<file path="src/hw/rtl/oss_pkg.sv">
// ----------------------------------------------------------------------------
// oss_pkg
// shared types, codes and constants of the update session sequencer
// ----------------------------------------------------------------------------
package oss_pkg;

	// fixed field widths
	localparam int PLEN_W = 9;
	localparam int WORD_W = 32;
	localparam int CODE_W = 3;

	// default chunk length of the backend
	localparam int CHUNK_LEN_DEF = 4096;
	// longest data payload accepted
	localparam int MAX_DATA_LEN = 256;
	// shortest start payload (size and crc)
	localparam int START_PAYLOAD_MIN = 8;
	// reset value of the plausible size bound
	localparam logic [WORD_W-1:0] MAX_FILE_SIZE_RST = 32'd33554432;

	// depth of the queue between front and back
	localparam int QUEUE_DEPTH = 4;

	// request kinds
	localparam logic [1:0] REQ_START  = 2'd0;
	localparam logic [1:0] REQ_DATA   = 2'd1;
	localparam logic [1:0] REQ_NOTIFY = 2'd2;
	localparam logic [1:0] REQ_DISC   = 2'd3;

	// backend notification codes
	localparam logic [1:0] NOTE_CONT    = 2'd0;
	localparam logic [1:0] NOTE_FAIL    = 2'd1;
	localparam logic [1:0] NOTE_SUCCESS = 2'd2;
	localparam logic [1:0] NOTE_OTHER   = 2'd3;

	// result kinds
	localparam logic [CODE_W-1:0] KIND_START_REPLY = 3'd0;
	localparam logic [CODE_W-1:0] KIND_DATA_REPLY  = 3'd1;
	localparam logic [CODE_W-1:0] KIND_FWD_START   = 3'd2;
	localparam logic [CODE_W-1:0] KIND_FWD_DATA    = 3'd3;
	localparam logic [CODE_W-1:0] KIND_FWD_END     = 3'd4;

	// reply codes
	localparam logic [CODE_W-1:0] REPLY_ALLOWED     = 3'd0;
	localparam logic [CODE_W-1:0] REPLY_NOT_ALLOWED = 3'd1;
	localparam logic [CODE_W-1:0] REPLY_CONTINUE    = 3'd2;
	localparam logic [CODE_W-1:0] REPLY_FAIL        = 3'd3;
	localparam logic [CODE_W-1:0] REPLY_FINISH      = 3'd4;

	// reasons
	localparam logic [CODE_W-1:0] WHY_NONE       = 3'd0;
	localparam logic [CODE_W-1:0] WHY_INVALID    = 3'd1;
	localparam logic [CODE_W-1:0] WHY_BUSY       = 3'd2;
	localparam logic [CODE_W-1:0] WHY_NOT_READY  = 3'd3;
	localparam logic [CODE_W-1:0] WHY_OVERFLOW   = 3'd4;
	localparam logic [CODE_W-1:0] WHY_DATA       = 3'd5;
	localparam logic [CODE_W-1:0] WHY_END        = 3'd6;
	localparam logic [CODE_W-1:0] WHY_START_FAIL = 3'd7;

	// one result without its wide payload
	typedef struct packed {
		logic [CODE_W-1:0] kind;
		logic [CODE_W-1:0] code;
		logic [CODE_W-1:0] why;
	} res_t;

	// everything one item emits, handed from front to back
	typedef struct packed {
		logic [1:0]        cnt;
		res_t [2:0]        res;
		logic [WORD_W-1:0] size;
		logic [WORD_W-1:0] crc;
		logic [PLEN_W-1:0] len;
	} plan_t;

	function automatic res_t mk_res(logic [CODE_W-1:0] kind, logic [CODE_W-1:0] code,
			logic [CODE_W-1:0] why);
		res_t r;
		r.kind = kind;
		r.code = code;
		r.why  = why;
		return r;
	endfunction

	function automatic logic [WORD_W-1:0] swap32(logic [WORD_W-1:0] v);
		return {v[7:0], v[15:8], v[23:16], v[31:24]};
	endfunction

endpackage

</file>
<file path="src/hw/rtl/oss_front.sv">
// ----------------------------------------------------------------------------
// oss_front
// accepts items, updates the session state and plans the results
// ----------------------------------------------------------------------------
module oss_front #(
	parameter int CHUNK_LEN = oss_pkg::CHUNK_LEN_DEF
) (
	input  logic                      clk,
	input  logic                      arst_n,
	input  logic                      cfg_wen,
	input  logic [oss_pkg::WORD_W-1:0] cfg_wdata,
	input  logic                      take,
	input  logic [1:0]                req_type,
	input  logic [oss_pkg::PLEN_W-1:0] body_len,
	input  logic [oss_pkg::WORD_W-1:0] size_raw,
	input  logic [oss_pkg::WORD_W-1:0] crc_raw,
	input  logic [1:0]                notify_code,
	input  logic                      fwd_ok,
	input  logic                      end_ok,
	output logic                      plan_push,
	output oss_pkg::plan_t            plan
);
	import oss_pkg::*;

	localparam int CW   = $clog2(CHUNK_LEN);
	localparam int PMAX = 2 ** PLEN_W - 1;
	localparam int QB   = (PMAX >= CHUNK_LEN) ? $clog2(PMAX / CHUNK_LEN + 1) : 0;

	logic [WORD_W-1:0] max_file_size_q;
	logic              session_on_q, start_wait_q, end_wait_q, final_wait_q;
	logic [WORD_W-1:0] target_size_q, target_crc_q, bytes_seen_q;
	logic [CW-1:0]     chunk_rem_q;

	logic              session_on_d, start_wait_d, end_wait_d, final_wait_d;
	logic [WORD_W-1:0] target_size_d, target_crc_d, bytes_seen_d;
	logic [CW-1:0]     chunk_rem_d;
	logic              do_clear;

	logic [WORD_W-1:0] size_pick, crc_pick;
	logic [WORD_W:0]   next_sum;
	logic              over, at_end;
	logic [PLEN_W-1:0] plen_mod;
	logic [CW:0]       rem_sum;
	logic [CW-1:0]     rem_new;

	// keep received order unless only the swapped one is plausible
	function automatic logic [WORD_W-1:0] pick_order(logic [WORD_W-1:0] v,
			logic [WORD_W-1:0] lim);
		logic [WORD_W-1:0] o;
		logic              a_ok, b_ok;
		o    = swap32(v);
		a_ok = (v != '0) && (v <= lim);
		b_ok = (o != '0) && (o <= lim);
		return (!a_ok && b_ok) ? o : v;
	endfunction

	assign size_pick = pick_order(size_raw, max_file_size_q);
	assign crc_pick  = pick_order(crc_raw, max_file_size_q);

	assign next_sum = {1'b0, bytes_seen_q} + (WORD_W+1)'(body_len);
	assign over     = next_sum > {1'b0, target_size_q};
	assign at_end   = next_sum[WORD_W-1:0] == target_size_q;

	// payload length modulo chunk length, restoring steps on a narrow value
	always_comb begin
		plen_mod = body_len;
		for (int k = QB - 1; k >= 0; k--) begin
			if (32'(plen_mod) >= 32'(CHUNK_LEN << k)) begin
				plen_mod = plen_mod - PLEN_W'(CHUNK_LEN << k);
			end
		end
	end

	assign rem_sum = (CW+1)'(chunk_rem_q) + (CW+1)'(plen_mod);
	assign rem_new = (rem_sum >= (CW+1)'(CHUNK_LEN)) ?
		CW'(rem_sum - (CW+1)'(CHUNK_LEN)) : CW'(rem_sum);

	always_comb begin
		plan          = '0;
		session_on_d  = session_on_q;
		start_wait_d  = start_wait_q;
		end_wait_d    = end_wait_q;
		final_wait_d  = final_wait_q;
		target_size_d = target_size_q;
		target_crc_d  = target_crc_q;
		bytes_seen_d  = bytes_seen_q;
		chunk_rem_d   = chunk_rem_q;
		do_clear      = 1'b0;
		case (req_type)
			REQ_START: begin
				plan.cnt = 2'd1;
				if (body_len < PLEN_W'(START_PAYLOAD_MIN)) begin
					plan.res[0] = mk_res(KIND_START_REPLY, REPLY_NOT_ALLOWED, WHY_INVALID);
				end else if (session_on_q) begin
					plan.res[0] = mk_res(KIND_START_REPLY, REPLY_NOT_ALLOWED, WHY_BUSY);
				end else begin
					plan.res[0]   = mk_res(KIND_FWD_START, '0, '0);
					plan.size     = size_pick;
					plan.crc      = crc_pick;
					session_on_d  = 1'b1;
					start_wait_d  = 1'b1;
					end_wait_d    = 1'b0;
					final_wait_d  = 1'b0;
					target_size_d = size_pick;
					target_crc_d  = crc_pick;
					bytes_seen_d  = '0;
					chunk_rem_d   = '0;
					if (!fwd_ok) begin
						plan.cnt    = 2'd2;
						plan.res[1] = mk_res(KIND_START_REPLY, REPLY_NOT_ALLOWED,
							WHY_START_FAIL);
						do_clear    = 1'b1;
					end
				end
			end
			REQ_DATA: begin
				plan.cnt = 2'd1;
				if (body_len == '0 || 32'(body_len) > 32'(MAX_DATA_LEN)) begin
					plan.res[0] = mk_res(KIND_DATA_REPLY, REPLY_FAIL, WHY_INVALID);
				end else if (!session_on_q || start_wait_q) begin
					plan.res[0] = mk_res(KIND_DATA_REPLY, REPLY_FAIL, WHY_NOT_READY);
				end else if (final_wait_q || end_wait_q) begin
					plan.res[0] = mk_res(KIND_DATA_REPLY, REPLY_FAIL, WHY_BUSY);
				end else if (over) begin
					plan.res[0] = mk_res(KIND_DATA_REPLY, REPLY_FAIL, WHY_OVERFLOW);
					do_clear    = 1'b1;
				end else begin
					plan.res[0] = mk_res(KIND_FWD_DATA, '0, '0);
					plan.len    = body_len;
					if (!fwd_ok) begin
						plan.cnt    = 2'd2;
						plan.res[1] = mk_res(KIND_DATA_REPLY, REPLY_FAIL, WHY_DATA);
						do_clear    = 1'b1;
					end else begin
						bytes_seen_d = next_sum[WORD_W-1:0];
						chunk_rem_d  = rem_new;
						if (!at_end) begin
							plan.cnt    = 2'd2;
							plan.res[1] = mk_res(KIND_DATA_REPLY, REPLY_CONTINUE, WHY_NONE);
						end else begin
							final_wait_d = 1'b1;
							if (rem_new != '0) begin
								plan.cnt    = 2'd2;
								plan.res[1] = mk_res(KIND_FWD_END, '0, '0);
								if (!end_ok) begin
									plan.cnt    = 2'd3;
									plan.res[2] = mk_res(KIND_DATA_REPLY, REPLY_FAIL, WHY_END);
									do_clear    = 1'b1;
								end
							end else begin
								end_wait_d = 1'b1;
							end
						end
					end
				end
			end
			REQ_NOTIFY: begin
				if (session_on_q) begin
					if (start_wait_q) begin
						start_wait_d = 1'b0;
						plan.cnt     = 2'd1;
						if (notify_code == NOTE_CONT) begin
							plan.res[0] = mk_res(KIND_START_REPLY, REPLY_ALLOWED, WHY_NONE);
						end else begin
							plan.res[0] = mk_res(KIND_START_REPLY, REPLY_NOT_ALLOWED,
								WHY_START_FAIL);
							do_clear    = 1'b1;
						end
					end else if (notify_code == NOTE_FAIL) begin
						plan.cnt    = 2'd1;
						plan.res[0] = mk_res(KIND_DATA_REPLY, REPLY_FAIL, WHY_DATA);
						do_clear    = 1'b1;
					end else if (end_wait_q && notify_code == NOTE_CONT) begin
						end_wait_d  = 1'b0;
						plan.cnt    = 2'd1;
						plan.res[0] = mk_res(KIND_FWD_END, '0, '0);
						if (!end_ok) begin
							plan.cnt    = 2'd2;
							plan.res[1] = mk_res(KIND_DATA_REPLY, REPLY_FAIL, WHY_END);
							do_clear    = 1'b1;
						end
					end else if (final_wait_q && notify_code == NOTE_SUCCESS) begin
						plan.cnt    = 2'd1;
						plan.res[0] = mk_res(KIND_DATA_REPLY, REPLY_FINISH, WHY_NONE);
						do_clear    = 1'b1;
					end
				end
			end
			REQ_DISC: begin
				do_clear = 1'b1;
			end
			default: begin
				do_clear = 1'b1;
			end
		endcase
		if (do_clear) begin
			session_on_d  = 1'b0;
			start_wait_d  = 1'b0;
			end_wait_d    = 1'b0;
			final_wait_d  = 1'b0;
			target_size_d = '0;
			target_crc_d  = '0;
			bytes_seen_d  = '0;
			chunk_rem_d   = '0;
		end
	end

	// items with no result leave nothing for the back
	assign plan_push = take && (plan.cnt != 2'd0);

	always_ff @(posedge clk or negedge arst_n) begin
		if (!arst_n) begin
			max_file_size_q <= MAX_FILE_SIZE_RST;
			session_on_q    <= 1'b0;
			start_wait_q    <= 1'b0;
			end_wait_q      <= 1'b0;
			final_wait_q    <= 1'b0;
			target_size_q   <= '0;
			target_crc_q    <= '0;
			bytes_seen_q    <= '0;
			chunk_rem_q     <= '0;
		end else begin
			if (cfg_wen) begin
				max_file_size_q <= cfg_wdata;
			end
			if (take) begin
				session_on_q  <= session_on_d;
				start_wait_q  <= start_wait_d;
				end_wait_q    <= end_wait_d;
				final_wait_q  <= final_wait_d;
				target_size_q <= target_size_d;
				target_crc_q  <= target_crc_d;
				bytes_seen_q  <= bytes_seen_d;
				chunk_rem_q   <= chunk_rem_d;
			end
		end
	end

endmodule

</file>
<file path="src/hw/rtl/oss_queue.sv">
// ----------------------------------------------------------------------------
// oss_queue
// short queue of result plans between front and back
// ----------------------------------------------------------------------------
module oss_queue (
	input  logic           clk,
	input  logic           arst_n,
	input  logic           wr,
	input  oss_pkg::plan_t wr_data,
	input  logic           rd,
	output oss_pkg::plan_t rd_data,
	output logic           full,
	output logic           empty
);
	import oss_pkg::*;

	localparam int PW = $clog2(QUEUE_DEPTH);

	plan_t           mem_q [QUEUE_DEPTH];
	logic [PW-1:0]   wr_ptr_q, rd_ptr_q;
	logic [PW:0]     count_q;
	logic            do_wr, do_rd;

	assign full    = count_q == (PW+1)'(QUEUE_DEPTH);
	assign empty   = count_q == '0;
	assign do_wr   = wr && !full;
	assign do_rd   = rd && !empty;
	assign rd_data = mem_q[rd_ptr_q];

	always_ff @(posedge clk) begin
		if (do_wr) begin
			mem_q[wr_ptr_q] <= wr_data;
		end
	end

	always_ff @(posedge clk or negedge arst_n) begin
		if (!arst_n) begin
			wr_ptr_q <= '0;
			rd_ptr_q <= '0;
			count_q  <= '0;
		end else begin
			if (do_wr) begin
				wr_ptr_q <= (wr_ptr_q == PW'(QUEUE_DEPTH - 1)) ? '0 : wr_ptr_q + PW'(1);
			end
			if (do_rd) begin
				rd_ptr_q <= (rd_ptr_q == PW'(QUEUE_DEPTH - 1)) ? '0 : rd_ptr_q + PW'(1);
			end
			if (do_wr && !do_rd) begin
				count_q <= count_q + (PW+1)'(1);
			end else if (do_rd && !do_wr) begin
				count_q <= count_q - (PW+1)'(1);
			end
		end
	end

endmodule

</file>
<file path="src/hw/rtl/oss_back.sv">
// ----------------------------------------------------------------------------
// oss_back
// walks the results of the oldest plan, one beat per pop
// ----------------------------------------------------------------------------
module oss_back (
	input  logic                       clk,
	input  logic                       arst_n,
	input  oss_pkg::plan_t             head,
	input  logic                       head_empty,
	input  logic                       pop,
	output logic                       head_done,
	output logic [oss_pkg::CODE_W-1:0] out_kind,
	output logic [oss_pkg::CODE_W-1:0] reply_code,
	output logic [oss_pkg::CODE_W-1:0] reason,
	output logic [oss_pkg::WORD_W-1:0] fwd_size,
	output logic [oss_pkg::WORD_W-1:0] fwd_crc,
	output logic [oss_pkg::PLEN_W-1:0] fwd_len,
	output logic                       last
);
	import oss_pkg::*;

	logic [1:0] idx_q;
	res_t       cur;
	logic       beat;

	always_comb begin
		case (idx_q)
			2'd0:    cur = head.res[0];
			2'd1:    cur = head.res[1];
			2'd2:    cur = head.res[2];
			default: cur = head.res[0];
		endcase
	end

	assign out_kind   = cur.kind;
	assign reply_code = cur.code;
	assign reason     = cur.why;
	assign fwd_size   = (cur.kind == KIND_FWD_START) ? head.size : '0;
	assign fwd_crc    = (cur.kind == KIND_FWD_START) ? head.crc : '0;
	assign fwd_len    = (cur.kind == KIND_FWD_DATA) ? head.len : '0;
	assign last       = idx_q == (head.cnt - 2'd1);

	assign beat      = pop && !head_empty;
	assign head_done = beat && last;

	always_ff @(posedge clk or negedge arst_n) begin
		if (!arst_n) begin
			idx_q <= '0;
		end else if (beat) begin
			idx_q <= last ? 2'd0 : idx_q + 2'd1;
		end
	end

endmodule

</file>
<file path="src/hw/rtl/ota_session_sequencer_core.sv">
// ----------------------------------------------------------------------------
// ota_session_sequencer_core
// firmware update session sequencer: start/data/notify/disconnect in,
// backend forwards and application replies out
// ----------------------------------------------------------------------------
//
//  channel   handshake            beat content
//  --------  -------------------  ------------------------------------------
//  request   push / full          req_type, body_len, size_raw, crc_raw,
//                                 notify_code, fwd_ok, end_ok
//  result    empty / pop          out_kind, reply_code, reason, fwd_size,
//                                 fwd_crc, fwd_len, last
//  config    cfg_wen              cfg_wdata -> max_file_size
//
//  the front takes one request beat per cycle while the plan queue has room
//  and updates the session state in that same cycle
//  each request yields zero to three result beats; its plan is written into
//  the plan queue, and its first result shows on the ports once that plan is
//  the queue head; one result leaves per cycle while pop is asserted, and
//  full rises only when all plan queue entries hold unfinished plans
//  reset clears the session and loads max_file_size with 32 MiB
//
module ota_session_sequencer_core #(
	parameter int CHUNK_LEN = oss_pkg::CHUNK_LEN_DEF
) (
	input  logic                       clk,
	input  logic                       arst_n,
	// configuration
	input  logic                       cfg_wen,
	input  logic [oss_pkg::WORD_W-1:0] cfg_wdata,
	// request side
	input  logic                       push,
	output logic                       full,
	input  logic [1:0]                 req_type,
	input  logic [oss_pkg::PLEN_W-1:0] body_len,
	input  logic [oss_pkg::WORD_W-1:0] size_raw,
	input  logic [oss_pkg::WORD_W-1:0] crc_raw,
	input  logic [1:0]                 notify_code,
	input  logic                       fwd_ok,
	input  logic                       end_ok,
	// result side
	output logic                       empty,
	input  logic                       pop,
	output logic [oss_pkg::CODE_W-1:0] out_kind,
	output logic [oss_pkg::CODE_W-1:0] reply_code,
	output logic [oss_pkg::CODE_W-1:0] reason,
	output logic [oss_pkg::WORD_W-1:0] fwd_size,
	output logic [oss_pkg::WORD_W-1:0] fwd_crc,
	output logic [oss_pkg::PLEN_W-1:0] fwd_len,
	output logic                       last
);
	import oss_pkg::*;

	logic  take;
	logic  plan_push;
	plan_t plan;
	plan_t head;
	logic  head_done;

	// a request beat is taken whenever the queue can hold its plan
	assign take = push && !full;

	oss_front #(
		.CHUNK_LEN(CHUNK_LEN)
	) u_front (
		.clk        (clk),
		.arst_n     (arst_n),
		.cfg_wen    (cfg_wen),
		.cfg_wdata  (cfg_wdata),
		.take       (take),
		.req_type   (req_type),
		.body_len   (body_len),
		.size_raw   (size_raw),
		.crc_raw    (crc_raw),
		.notify_code(notify_code),
		.fwd_ok     (fwd_ok),
		.end_ok     (end_ok),
		.plan_push  (plan_push),
		.plan       (plan)
	);

	// plans wait here so front and back stall independently
	oss_queue u_queue (
		.clk    (clk),
		.arst_n (arst_n),
		.wr     (plan_push),
		.wr_data(plan),
		.rd     (head_done),
		.rd_data(head),
		.full   (full),
		.empty  (empty)
	);

	// result beats come straight from the registered queue head
	oss_back u_back (
		.clk       (clk),
		.arst_n    (arst_n),
		.head      (head),
		.head_empty(empty),
		.pop       (pop),
		.head_done (head_done),
		.out_kind  (out_kind),
		.reply_code(reply_code),
		.reason    (reason),
		.fwd_size  (fwd_size),
		.fwd_crc   (fwd_crc),
		.fwd_len   (fwd_len),
		.last      (last)
	);

endmodule
</file>
<file path="config.mk">
export PLATFORM = sky130hd
export DESIGN_NAME = ota_session_sequencer_core
export DESIGN_NICKNAME = d
export VERILOG_FILES = /design/src/hw/rtl/oss_pkg.sv /design/src/hw/rtl/oss_front.sv /design/src/hw/rtl/oss_queue.sv /design/src/hw/rtl/oss_back.sv /design/src/hw/rtl/ota_session_sequencer_core.sv
export SDC_FILE = /design/constraint.sdc
export NUM_CORES = 1
export LEC_CHECK = 0
export BUFFER_PORTS_ARGS = -buffer_cell sky130_fd_sc_hd__buf_2
export CAP_MARGIN = 10
export CELL_PAD_IN_SITES_DETAIL_PLACEMENT = 0
export CELL_PAD_IN_SITES_GLOBAL_PLACEMENT = 1
export CORE_ASPECT_RATIO = 0.9
export CORE_MARGIN = 3
export CORE_UTILIZATION = 35
export DETAILED_ROUTE_END_ITERATION = 10
export PLACE_DENSITY_LB_ADDON = 0.2
export REMOVE_ABC_BUFFERS = 1
export SYNTH_ARGS = -nofsm -noshare
export SYNTH_HDL_FRONTEND = slang
export SYNTH_HIERARCHICAL = 1
export SYNTH_SLANG_ARGS = --single-unit
</file>
<file path="constraint.sdc">
create_clock -name clk -period 10.7 [get_ports clk]
set_input_delay 1.605 -clock clk [delete_from_list [all_inputs] [get_ports clk]]
set_output_delay 1.605 -clock clk [all_outputs]
set_load 0.02 [all_outputs]
</file>
Word level (Yosys, flattened, before mapping) --
Memories as Yosys holds them, arrays and structs flattened. Cells that the tools add are included.
Storage, ports and cells: bits in registers 121, latch bits 0, RAM bits 408, bits in read-only memories 0, bits of input ports 116, output and inout port bits 85, logic and storage cells 240, memories kept 1
Memories:
- u_queue.mem_q | depth 4, width 102, read ports 1, clocked after memory_dff 0, wr ports 1, RTL line oss_queue.sv:19 | plan_t mem_q [QUEUE_DEPTH];
Operators by class: $add $sub $neg 9, $mul 0, div/mod/pow operators 0, magnitude comparators 8, equality and inequality tests 29, shifts and indexed selects 0, multiplexer cells 136, bitwise gates (word level) 0, reductions and logical operators 45
Operator list (count):
- $mux W32 | 16
- $mux W9 | 22
- $mux W64 | 3
- $le A32 B32 Y1 | 4
- $mux W12 | 9
- $mux W20 | 5
- $pmux W32 S2 | 1
- $reduce_bool A32 Y1 | 2
- $pmux W18 S3 | 1
- $mux W1 | 48
- $add A32 B9 Y33 | 1
- $gt A33 B32 Y1 | 1
- $eq A32 B32 Y1 | 1
- $mux W2 | 13
- $ne A3 B2 Y1 const B | 8
- $pmux W12 S2 | 1
- $mux W7 | 3
- $mux W18 | 1
- $pmux W9 S2 | 1
- $logic_and A1 B1 Y1 | 16
- $mux W8 | 2
- $reduce_and A15 Y1 | 1
- $add A12 B9 Y13 | 1
- $ge A13 B13 Y1 const B | 1
- other kinds (37) | 65

Longest topological paths before layout --
Gate-level depths: netlist (run 1).
word-level depth 19, gate-level depth with buffers 28

Hierarchy --
Netlist (run 1), hierarchy kept.
Modules (own cells, without submodules):
- oss_queue | instances 1, cells each 570, area each 15214.6 um2, sequential area each 12426.9 um2
- oss_front | instances 1, cells each 1386, area each 11090.6 um2, sequential area each 2803.9 um2
- oss_back | instances 1, cells each 148, area each 934.6 um2, sequential area each 50.0 um2
- ota_session_sequencer_core | instances 1, cells each 1, area each 13.8 um2, sequential area each 0.0 um2

Worst setup path after synthesis (run 1) --
Ideal clock, no wire load.
path kind input port to flip-flop, start point in body_len[7] in the netlist's numbering, end point mem u_queue/mem_q[3][0] in the netlist's numbering (enable), setup time 0.566 ns, data arrival time 9.697 ns, slack 0.437 ns, stages 20, path buffers 0, path through ha_1 inv_1 or3_1 o22a_1 nor3_1 nand4_1 or2_2 xnor2_1 ha_1 nand4_1 nor4_1 and4b_1 nor2_1 o21ai_0 nand2_1 nor3_1 o21a_1 o41a_1 nand2_1 nor2_1
On the way: word-level cells in the longest chain between the ends 17, elaborated cells between the ends (all ways) 26, those cells by class add/sub: 3; order compare: 4; eq/ne: 1; mux: 12; reduce/logical: 6
RTL lines:
- start, declared | RTL line ota_session_sequencer_core.sv:35 | input logic [oss_pkg::PLEN_W-1:0] body_len,
- $add A12 B9 Y13 | RTL line oss_front.sv:74 | assign rem_sum = (CW+1)'(chunk_rem_q) + (CW+1)'(plen_mod);
- $sub A12 B1 Y12 / $ge A13 B13 Y1 (equally long branches) | RTL line oss_front.sv:76, oss_front.sv:75
- $mux W12 | RTL line oss_front.sv:75 | assign rem_new = (rem_sum >= (CW+1)'(CHUNK_LEN)) ?
- $reduce_bool A12 Y1 | RTL line oss_front.sv:142 | if (rem_new != '0) begin
- $mux W20 | RTL line oss_front.sv:142
- $mux W2 | RTL line oss_front.sv:137 | if (!at_end) begin
- $mux W2 | RTL line oss_front.sv:130 | if (!fwd_ok) begin
- $mux W20 | RTL line oss_front.sv:124 | end else if (over) begin
- [... 2 more ...]
- $mux W20 | RTL line oss_front.sv:118 | if (body_len == '0 || 32'(body_len) > 32'(MAX_DATA_LEN)) begin
- $pmux W2 S3 (*) | RTL line oss_front.sv:89 | case (req_type)
- $reduce_bool A2 Y1 (*) | RTL line oss_front.sv:209 | assign plan_push = take && (plan.cnt != 2'd0);
- $logic_and A1 B1 Y1 (*) | RTL line oss_front.sv:209
- named net plan_push | RTL line ota_session_sequencer_core.sv:55 | logic plan_push;
- $logic_and A1 B1 Y1 (*) | RTL line oss_queue.sv:26 | assign do_wr = wr && !full;
- $mux W1 (*) | RTL line oss_queue.sv:31 | if (do_wr) begin
- $mux W1 (implied by the code) (*) | RTL line oss_queue.sv:32 | mem_q[wr_ptr_q] <= wr_data;
- end, declared | RTL line oss_queue.sv:19
The timed path passes the listed nets; every way through them passes the cells marked *.

Final worst setup path (run 1) --
start point in body_len[0] in the netlist's numbering, end point mem u_queue/mem_q[0][39] in the netlist's numbering (enable)
On the way: word-level cells in the longest chain between the ends 17, elaborated cells between the ends (all ways) 26, those cells by class add/sub: 3; order compare: 4; eq/ne: 1; mux: 12; reduce/logical: 6
RTL lines:
- $add A12 B9 Y13 | RTL line oss_front.sv:74
- $sub A12 B1 Y12 / $ge A13 B13 Y1 (equally long branches) | RTL line oss_front.sv:76, oss_front.sv:75
- $mux W12 | RTL line oss_front.sv:75
- $reduce_bool A12 Y1 | RTL line oss_front.sv:142
- $mux W20 | RTL line oss_front.sv:142
- $mux W2 | RTL line oss_front.sv:137
- $mux W2 | RTL line oss_front.sv:130
- $mux W20 | RTL line oss_front.sv:124
- [... 3 more ...]
- $pmux W2 S3 (*) | RTL line oss_front.sv:89
- $reduce_bool A2 Y1 (*) | RTL line oss_front.sv:209
- $logic_and A1 B1 Y1 (*) | RTL line oss_front.sv:209
- named net plan_push | RTL line ota_session_sequencer_core.sv:55
- $logic_and A1 B1 Y1 (*) | RTL line oss_queue.sv:26
- named net u_queue.do_wr | RTL line oss_queue.sv:22 | logic do_wr, do_rd;
- $mux W1 (*) | RTL line oss_queue.sv:31
- $mux W1 (implied by the code) (*) | RTL line oss_queue.sv:32
Marked as above.

==> run_results.csv, run 1 <==
group,metric,value,unit
synth,synth_compound_area_frac,0.0936,
worst_setup_path,worstPathMaxFanout,60,
synth,ys_seq_elements,529,
timing,worstMarginPinSlew,1.10,ns
floorplan,core,76600,sq um
route,vias,18200,
worst_setup_path,critPathRequiredTime,10.98,ns
grt,use_met1,0.272,
final_layout,final_cell_area,31300,sq um
floorplan,die-area,81300,sq um
cts,cts_sinks,529,
final_layout,nNetsFinal,2593,
cts,post_cts_buffers,0,
timing,finalMaxSlewViolations,0,
timing,clock_skew,0.0205,ns
cts,htree_levels,2,
cts,cts_resized,0,
cts,clk_latency,0.63,ns
timing,rsz0062_at_grt,"no",
final_layout,drive_above_1_share,0.202,
synth,synth-simple-area-share,0.110,
grt,grtUsageTotal,0.191,
grt,grt_max_degree,75,
route,drtIter0Drc,1777,
power,ir_drop,0.000151,V
synth,synthCells,2105,
synth,synthesis.area,27300,sq um
synth,synth_top_area_cell,"edfxtp_1",
placed_design,port_buffers,200,
run_status,status,"completed",
timing,hold_violations,0,
floorplan,boundaryPins,201,
placed_design,placed_area,29200,sq um
placed_design,hpwl,55.7,mm
synth,synth.area.top_cells,"edfxtp_1, dfrtp_1, ha_1",
floorplan,die_height,271,um
synth,synth_xor_area_frac,0.0129,
timing,clock.fmax,132,MHz
cts,cts_buffer_depth,3,
cts,clockRootBuffer,"clkbuf_16",
synth,synth_edf_count,408,
grt,grt_use_met2,0.305,
flow_run,maxCapViolations,0,
grt,grt_use_met3,0.0347,
grt,grt_pass1_wl,118,mm
synth,ys_async_sr_fraction,0.229,
synth,synth_top_family_by_area,"simple AND/OR/NAND/NOR gates",
cts,clk_pin_slew,0.06,ns
synth,synth.area.mux_share,0.0992,
route,antenna_left,0,
route,routed_wl,78.2,mm
synth,yosysWarningCount,6,
worst_setup_path,criticalPathCategory,"in2reg",
synth,ys.flop_type,"edfxtp_1",
floorplan,die_x,300,um
timing,fin_crit,7.57,ns
timing,setup_tns,0,ns
route,avgRoutedWirePerCell,23.2,um
power,power.density,251,nW/um^2
hold_path,hp-class,"reg2reg",
synth,synth.distinct_cells,82,
cts,cts_made_buffers,58,
final_layout,syn2layout_area_growth,14.9,%
synth,synthAdderAreaFrac,0.0876,
timing,slew_headroom,0.264,
route,vias_per_cell,5.40,
cts,cts_hold_buf,0,
grt,antenna_found_initial,6,
grt,grt_pass1_vias,18200,
floorplan,start_util,0.356,
floorplan,placementRows,96,
synth,yosysSeqAreaShare,0.561,
timing,fin_crit_sh,0.707,
route,first_pass_iters,5,
cts,cts_tree,"built",
placed_design,place_congestion,0.842,
synth,avgSynthCellArea,12.9,sq um
worst_setup_path,crit_arrival,7.84,ns
worst_setup_path,critPathLaunchType,"input port",
synth,synth.top_cell.area_share,0.450,
power,power_leakage,12.1,nW
grt,grt-busiest-layer,"met2",
route,drcViolationCount,0,
power,power,0.00785,W
final_layout,fin_util,0.409,
timing,setup_viol,0,
grt,grt.overflow.total,0,
worst_setup_path,end_kind,"flop",
[per-stage QoR]
stage	hold slack, ns	worst slack (ns)	cells
floorplan	0.443	0.115	2003
global placement	0.472	2.58	3257
detailed placement	0.477	2.45	3257
CTS	0.490	3.10	3367
global route	0.504	2.46	3367
finish	0.492	3.13	3371
[critical path, cell delays in order]
cell and delay, ns:
buf_2 0.14, ha_1 0.20, inv_1 0.06, fa_1 0.39, nand2b_1 0.18, a21o_1 0.19
a21oi_1 0.29, o21ai_1 0.26, nor3_1 0.43, nand3_1 0.22, xnor2_1 0.20, ha_1 0.35
nand3_1 0.12, nor4_1 0.26, and4b_1 0.30, nor2_1 0.05, o21ai_0 0.17, nand2_1 0.23
nor3_1 0.22, buf_4 0.22, o21a_1 0.16, o41a_1 0.14, nor2b_2 0.28, and2_4 0.69
buf_12 0.39
[layout by cell type, fill, tap and decap left out, types with 8 or more instances in the layout]
master     instances
o21ai_0          135
o21a_1            12
and2_1            19
mux2i_1           35
nand2b_1          16
mux4_2           102
ha_1             186
o31ai_1           18
nor3_1            18
a21oi_1           62
a21o_1            27
buf_4             21
nor2_1           106
or2_2             11
bufinv_16         10
xor2_1             9
o211ai_1          17
xnor2_1           31
nor2b_1           15
and3_1            70
inv_1             90
clkbuf_16         58
buf_2            199
nand2_1          194
nor4_1            21
nand3_1           64
a2bb2oi_1          8
a22oi_1            8
nand4_1           45
a211oi_1          13
dfrtp_1          118
clkinv_2          13
o22ai_1           39
edfxtp_1         408
[state kept, by name, indices dropped and copies added, names as in the netlist]
register	cells
u_front/target_size_q	32
u_front/chunk_rem_q	12
u_queue/mem_q	408
u_front/final_wait_q	1
u_front/max_file_size_q	32
u_front/start_wait_q	1
u_back/idx_q	2
u_queue/rd_ptr_q	2
u_queue/count_q	3
u_front/bytes_seen_q	32
u_front/end_wait_q	1
u_queue/wr_ptr_q	2
u_front/session_on_q	1
[final cells by class]
class                   instances  area, sq um
diodes                          4         10.0
clock buffers                  69         1540
clock inverters                41          532
fillers                      7207        45300
inverters                      90          338
multi-input cells            1384        11100
flip-flops and latches        529        15300
well taps                    1029         1290
repair buffers                225         1250
[logic make-up (layout without fill, tap and decap cells)]
logic type	after synthesis	in the layout
adders and majority gates	189	189
xor gates and xnor gates	40	40
AOI/OAI and AO/OA	397	397
and+or+nand+nor	610	610
buffers and inverters	197	425
other	1	10
muxes	142	142
DFF	529	529
[where the power goes]
group / leakage [nW] / switching, W / internal, W
Clock: 1.01 / 0.000847 / 0.00128
Combinational: 5.71 / 0.00184 / 0.00110
Sequential: 5.33 / 0.000199 / 0.00258
Total: 12.1 / 0.00289 / 0.00496
[per-layer routing]
layer	wire [um]	vias to the layer above
met4	1500	12
met3	4770	99
met2	36500	503
li1	-	8440
met1	35400	9144
met5	66	-
[final timing paths]
path	startpoint	endpoint	slack (ns)	cells past startpoint
worst max register to register	u_front/bytes_seen_q[0]$_DFFE_PN0P_	u_queue/mem_q[0][39]$_DFFE_PP_	3.89	24
min in group asynchronous	arst_n	u_back/idx_q[1]$_DFFE_PN0P_	0.94	1
worst min-delay path	u_front/bytes_seen_q[8]$_DFFE_PN0P_	u_front/bytes_seen_q[8]$_DFFE_PN0P_	0.49	2
max in group asynchronous	arst_n	u_front/max_file_size_q[19]$_DFFE_PN0P_	8.59	2
worst max-delay path	body_len[0]	u_queue/mem_q[0][39]$_DFFE_PP_	3.13	25
worst min register to register	u_front/bytes_seen_q[8]$_DFFE_PN0P_	u_front/bytes_seen_q[8]$_DFFE_PN0P_	0.49	2
[cell usage after synthesis, types with 15 or more instances]
| master | n |
|---|---|
| nor4_1 | 22 |
| and2_1 | 22 |
| nor2b_1 | 15 |
| buf_2 | 21 |
| mux2i_1 | 35 |
| o22ai_1 | 39 |
| ha_1 | 186 |
| buf_4 | 16 |
| a21oi_1 | 63 |
| dfrtp_1 | 120 |
| clkbuf_1 | 50 |
| o21ai_0 | 135 |
| and3_1 | 70 |
| nor3_1 | 18 |
| nand2b_1 | 16 |
| xnor2_1 | 31 |
| edfxtp_1 | 408 |
| nand2_1 | 194 |
| inv_1 | 90 |
| a21o_1 | 27 |
| o31ai_1 | 18 |
| mux4_2 | 102 |
| o211ai_1 | 17 |
| nand3_1 | 64 |
| nor2_1 | 107 |
| nand4_1 | 45 |
No activity file was read; power rests on OpenSTA's default activity.
==> inputs of run 2 (changes only) <==
--- a/config.mk
+++ b/config.mk
@@ -5,6 +5,7 @@
 export SDC_FILE = /design/constraint.sdc
 export NUM_CORES = 1
 export LEC_CHECK = 0
+export ABC_AREA = 1
 export BUFFER_PORTS_ARGS = -buffer_cell sky130_fd_sc_hd__buf_2
 export CAP_MARGIN = 10
 export CELL_PAD_IN_SITES_DETAIL_PLACEMENT = 0
==> constraint.sdc (replaced) <==
create_clock -name clk -period 6.5 [get_ports clk]
set_input_delay 0.975 -clock clk [delete_from_list [all_inputs] [get_ports clk]]
set_output_delay 0.975 -clock clk [all_outputs]
set_load 0.02 [all_outputs]
==> run 2 against run 1 <==
  * Hold slack lost 0.27 ns
  * Critical path type unchanged
  * Clock power grew 64%
  * Routed wire length grew 11%
  * Setup slack lost 2.3 ns
  * Synthesized cell count grew 55%
  * Via count grew 23%
  * Sequential power grew 62%
  * Sequential cell count is the same
  * Core utilization shrank 0.59 points
  * Largest cell class unchanged
==> run_results.csv, run 2 <==
group,metric,value,unit
run_status,status,"completed",
timing,fin_crit,5.71,ns
final_layout,final_cell_area,34300,sq um
worst_setup_path,reg2reg_slack,0.89,ns
grt,antenna_found_initial,10,
synth,synthCells,3262,
worst_setup_path,crit_arrival,6.01,ns
final_layout,syn2layout_area_growth,13.0,%
timing,finalMaxSlewViolations,0,
route,first_pass_iters,6,
cts,cts_tree,"built",
final_layout,n_fill_cell,8505,
final_layout,drive_above_1_share,0.129,
cts,clockRootBuffer,"clkbuf_16",
route,vias_per_cell,4.84,
cts,clk_pin_slew,0.06,ns
cts,cts_hold_buf,0,
power,power_leakage,15.4,nW
route,vias,22400,
floorplan,core,85000,sq um
worst_setup_path,crit_top_cell,"nand2_1",
synth,yosysSeqAreaShare,0.504,
power,power.density,398,nW/um^2
grt,grt.overflow.total,0,
grt,grt_pass1_wl,135,mm
synth,ys_seq_elements,529,
placed_design,port_buffers,200,
synth,yosysWarningCount,6,
final_layout,final_cell_mix,"nand2_1, inv_1, edfxtp_1",
flow_run,maxCapViolations,0,
worst_setup_path,r2r-end,"u_queue/mem_q[1][8]$_DFFE_PP_",
cts,cts_made_buffers,60,
timing,fin_crit_sh,0.878,
timing,rsz0062_at_grt,"no",
power,power,0.0136,W
synth,synth.top_cell.area_share,0.404,
power,p_sw,0.00572,W
route,drcViolationCount,0,
grt,grt_max_degree,97,
final_layout,largest_reg_flops,408,
route,routed_wl,87.2,mm
synth,yosysMostFrequentCell,"nand2_1",
final_layout,fin_util,0.403,
cts,post_cts_buffers,0,
synth,ys_async_sr_fraction,0.229,
worst_setup_path,critPathLaunchType,"input port",
synth,synth.distinct_cells,56,
route,avgRoutedWirePerCell,18.9,um
synth,synth.area.top_cells,"edfxtp_1, dfrtp_1, nand2_1",
worst_setup_path,crit_slowest_cell,"fa_1",
floorplan,die_x,316,um
synth,synth_edf_count,408,
worst_setup_path,max_stage_delay,0.39,ns
power,switching_share,0.419,
synth,netlist_top_cells_count,"nand2_1, inv_1, edfxtp_1",
power,seq_power_share,0.331,
placed_design,placed_area,32200,sq um
timing,clock.fmax,175,MHz
floorplan,start_util,0.356,
final_layout,layout_commonest_cell,"nand2_1",
power,ir_drop,0.000237,V
cts,clk_latency,0.65,ns
cts,htree_levels,2,
worst_setup_path,end_kind,"flop",
timing,setup_viol,0,
grt,grtUsageTotal,0.193,
power,pwr-share-comb,0.413,
power,cellInternalPower,0.00792,W
floorplan,die_height,285,um
worst_setup_path,worstPathMaxFanout,22,
floorplan,boundaryPins,201,
synth,ys.flop_type,"edfxtp_1",
power,clkPwrFrac,0.257,
cts,cts_resized,0,
synth,avgSynthCellArea,9.29,sq um
hold_path,hp-class,"in2async",
worst_setup_path,criticalPathCategory,"in2reg",
timing,timing.hold.ws,0.223,ns
timing,worstMarginPinSlew,0.964,ns
synth,synthesis.area,30300,sq um
route,drtIter0Drc,1642,
cts,cts_sinks,529,
floorplan,die-area,90200,sq um
final_layout,top_register,"u_queue/mem_q",
timing,hold_violations,0,
placed_design,place_congestion,0.812,
worst_setup_path,timing.rr.start,"u_front/bytes_seen_q[2]$_DFFE_PN0P_",
worst_setup_path,critPathRequiredTime,6.80,ns
placed_design,hpwl,64.0,mm
worst_setup_path,r2r_cells,28,
timing,clock_skew,0.0671,ns
timing,slew_headroom,0.355,
final_layout,nNetsFinal,3737,
floorplan,placementRows,101,
grt,grt_pass1_vias,21600,
route,antenna_left,0,
synth,synth_top_area_cell,"edfxtp_1",
cts,cts_buffer_depth,3,
run 2: layout make-up:
class                           count  area, sq um  share of cell area
Sequential cell                   529        15300               0.446
Multi-Input combinational cell   1999        11700               0.341
Inverter                          594         2230              0.0652
Clock buffer                       73         1580              0.0462
Timing Repair Buffer              248         1560              0.0454
Tap cell                         1133         1420              0.0414
Clock inverter                     40          470              0.0137
Antenna cell                        5         12.5            0.000365
run 2: power groups by stage:
stage	Sequential, W	Clock (W)	Combinational (W)
2_1_floorplan	0.00472	0	0.00381
3_3_place_gp	0.00458	0	0.00572
3_5_place_dp	0.00458	0	0.00571
4_1_cts	0.00452	0.00361	0.00573
5_1_grt	0.00457	0.00375	0.00632
6_report	0.00451	0.00350	0.00563
run 2: worst max path at each step:
| stage | from | end | slack [ns] | cells after the start |
|---|---|---|---|---|
| floorplan | u_queue/rd_ptr_q[0]$_DFFE_PN0P_ | fwd_crc[31] | -3.78 | 8 |
| global placement | body_len[4] | u_queue/mem_q[1][6]$_DFFE_PP_ | 0.18 | 29 |
| detailed placement | body_len[4] | u_queue/mem_q[1][100]$_DFFE_PP_ | 0.16 | 29 |
| CTS | body_len[0] | u_queue/mem_q[1][8]$_DFFE_PP_ | 0.84 | 33 |
| global route | body_len[0] | u_queue/mem_q[1][100]$_DFFE_PP_ | 0.23 | 33 |
| finish | body_len[0] | u_queue/mem_q[1][8]$_DFFE_PP_ | 0.79 | 33 |
run 2: cells by family after synthesis:
group | count (synthesis) | share of synthesized area
DFF | 529 | 0.504
adders and majority gates | 189 | 0.0787
buffers and inverters | 739 | 0.113
and+or+nand+nor | 1226 | 0.183
muxes | 1 | 0.000371
other | 1 | 0.000124
xor gates and xnor gates | 32 | 0.00924
AOI/OAI and AO/OA | 545 | 0.112
run 2: layer usage:
layer,GRT usage,routed length (um)
met5,0,56
met4,0.0413,1600
met3,0.0304,4650
met2,0.297,38600
met1,0.286,42200
run 2: stage by stage:
step | std cells | TNS [ns] | worst slack, ns
floorplan | 3122 | -1478.92 | -3.78
global placement | 4503 | 0 | 0.183
detailed placement | 4503 | 0 | 0.162
CTS | 4616 | 0 | 0.844
global route | 4616 | 0 | 0.229
finish | 4621 | 0 | 0.795
run 2: worst max-delay path, delay by kind of cell:
family / cells / cell delay [ns]
AND/OR/NAND/NOR: 17 / 2.28
AO/OA/AOI/OAI: 3 / 0.44
adder cells (fa/ha/maj): 3 / 0.86
buffers and inverters: 9 / 1.24
XOR/XNOR: 1 / 0.20
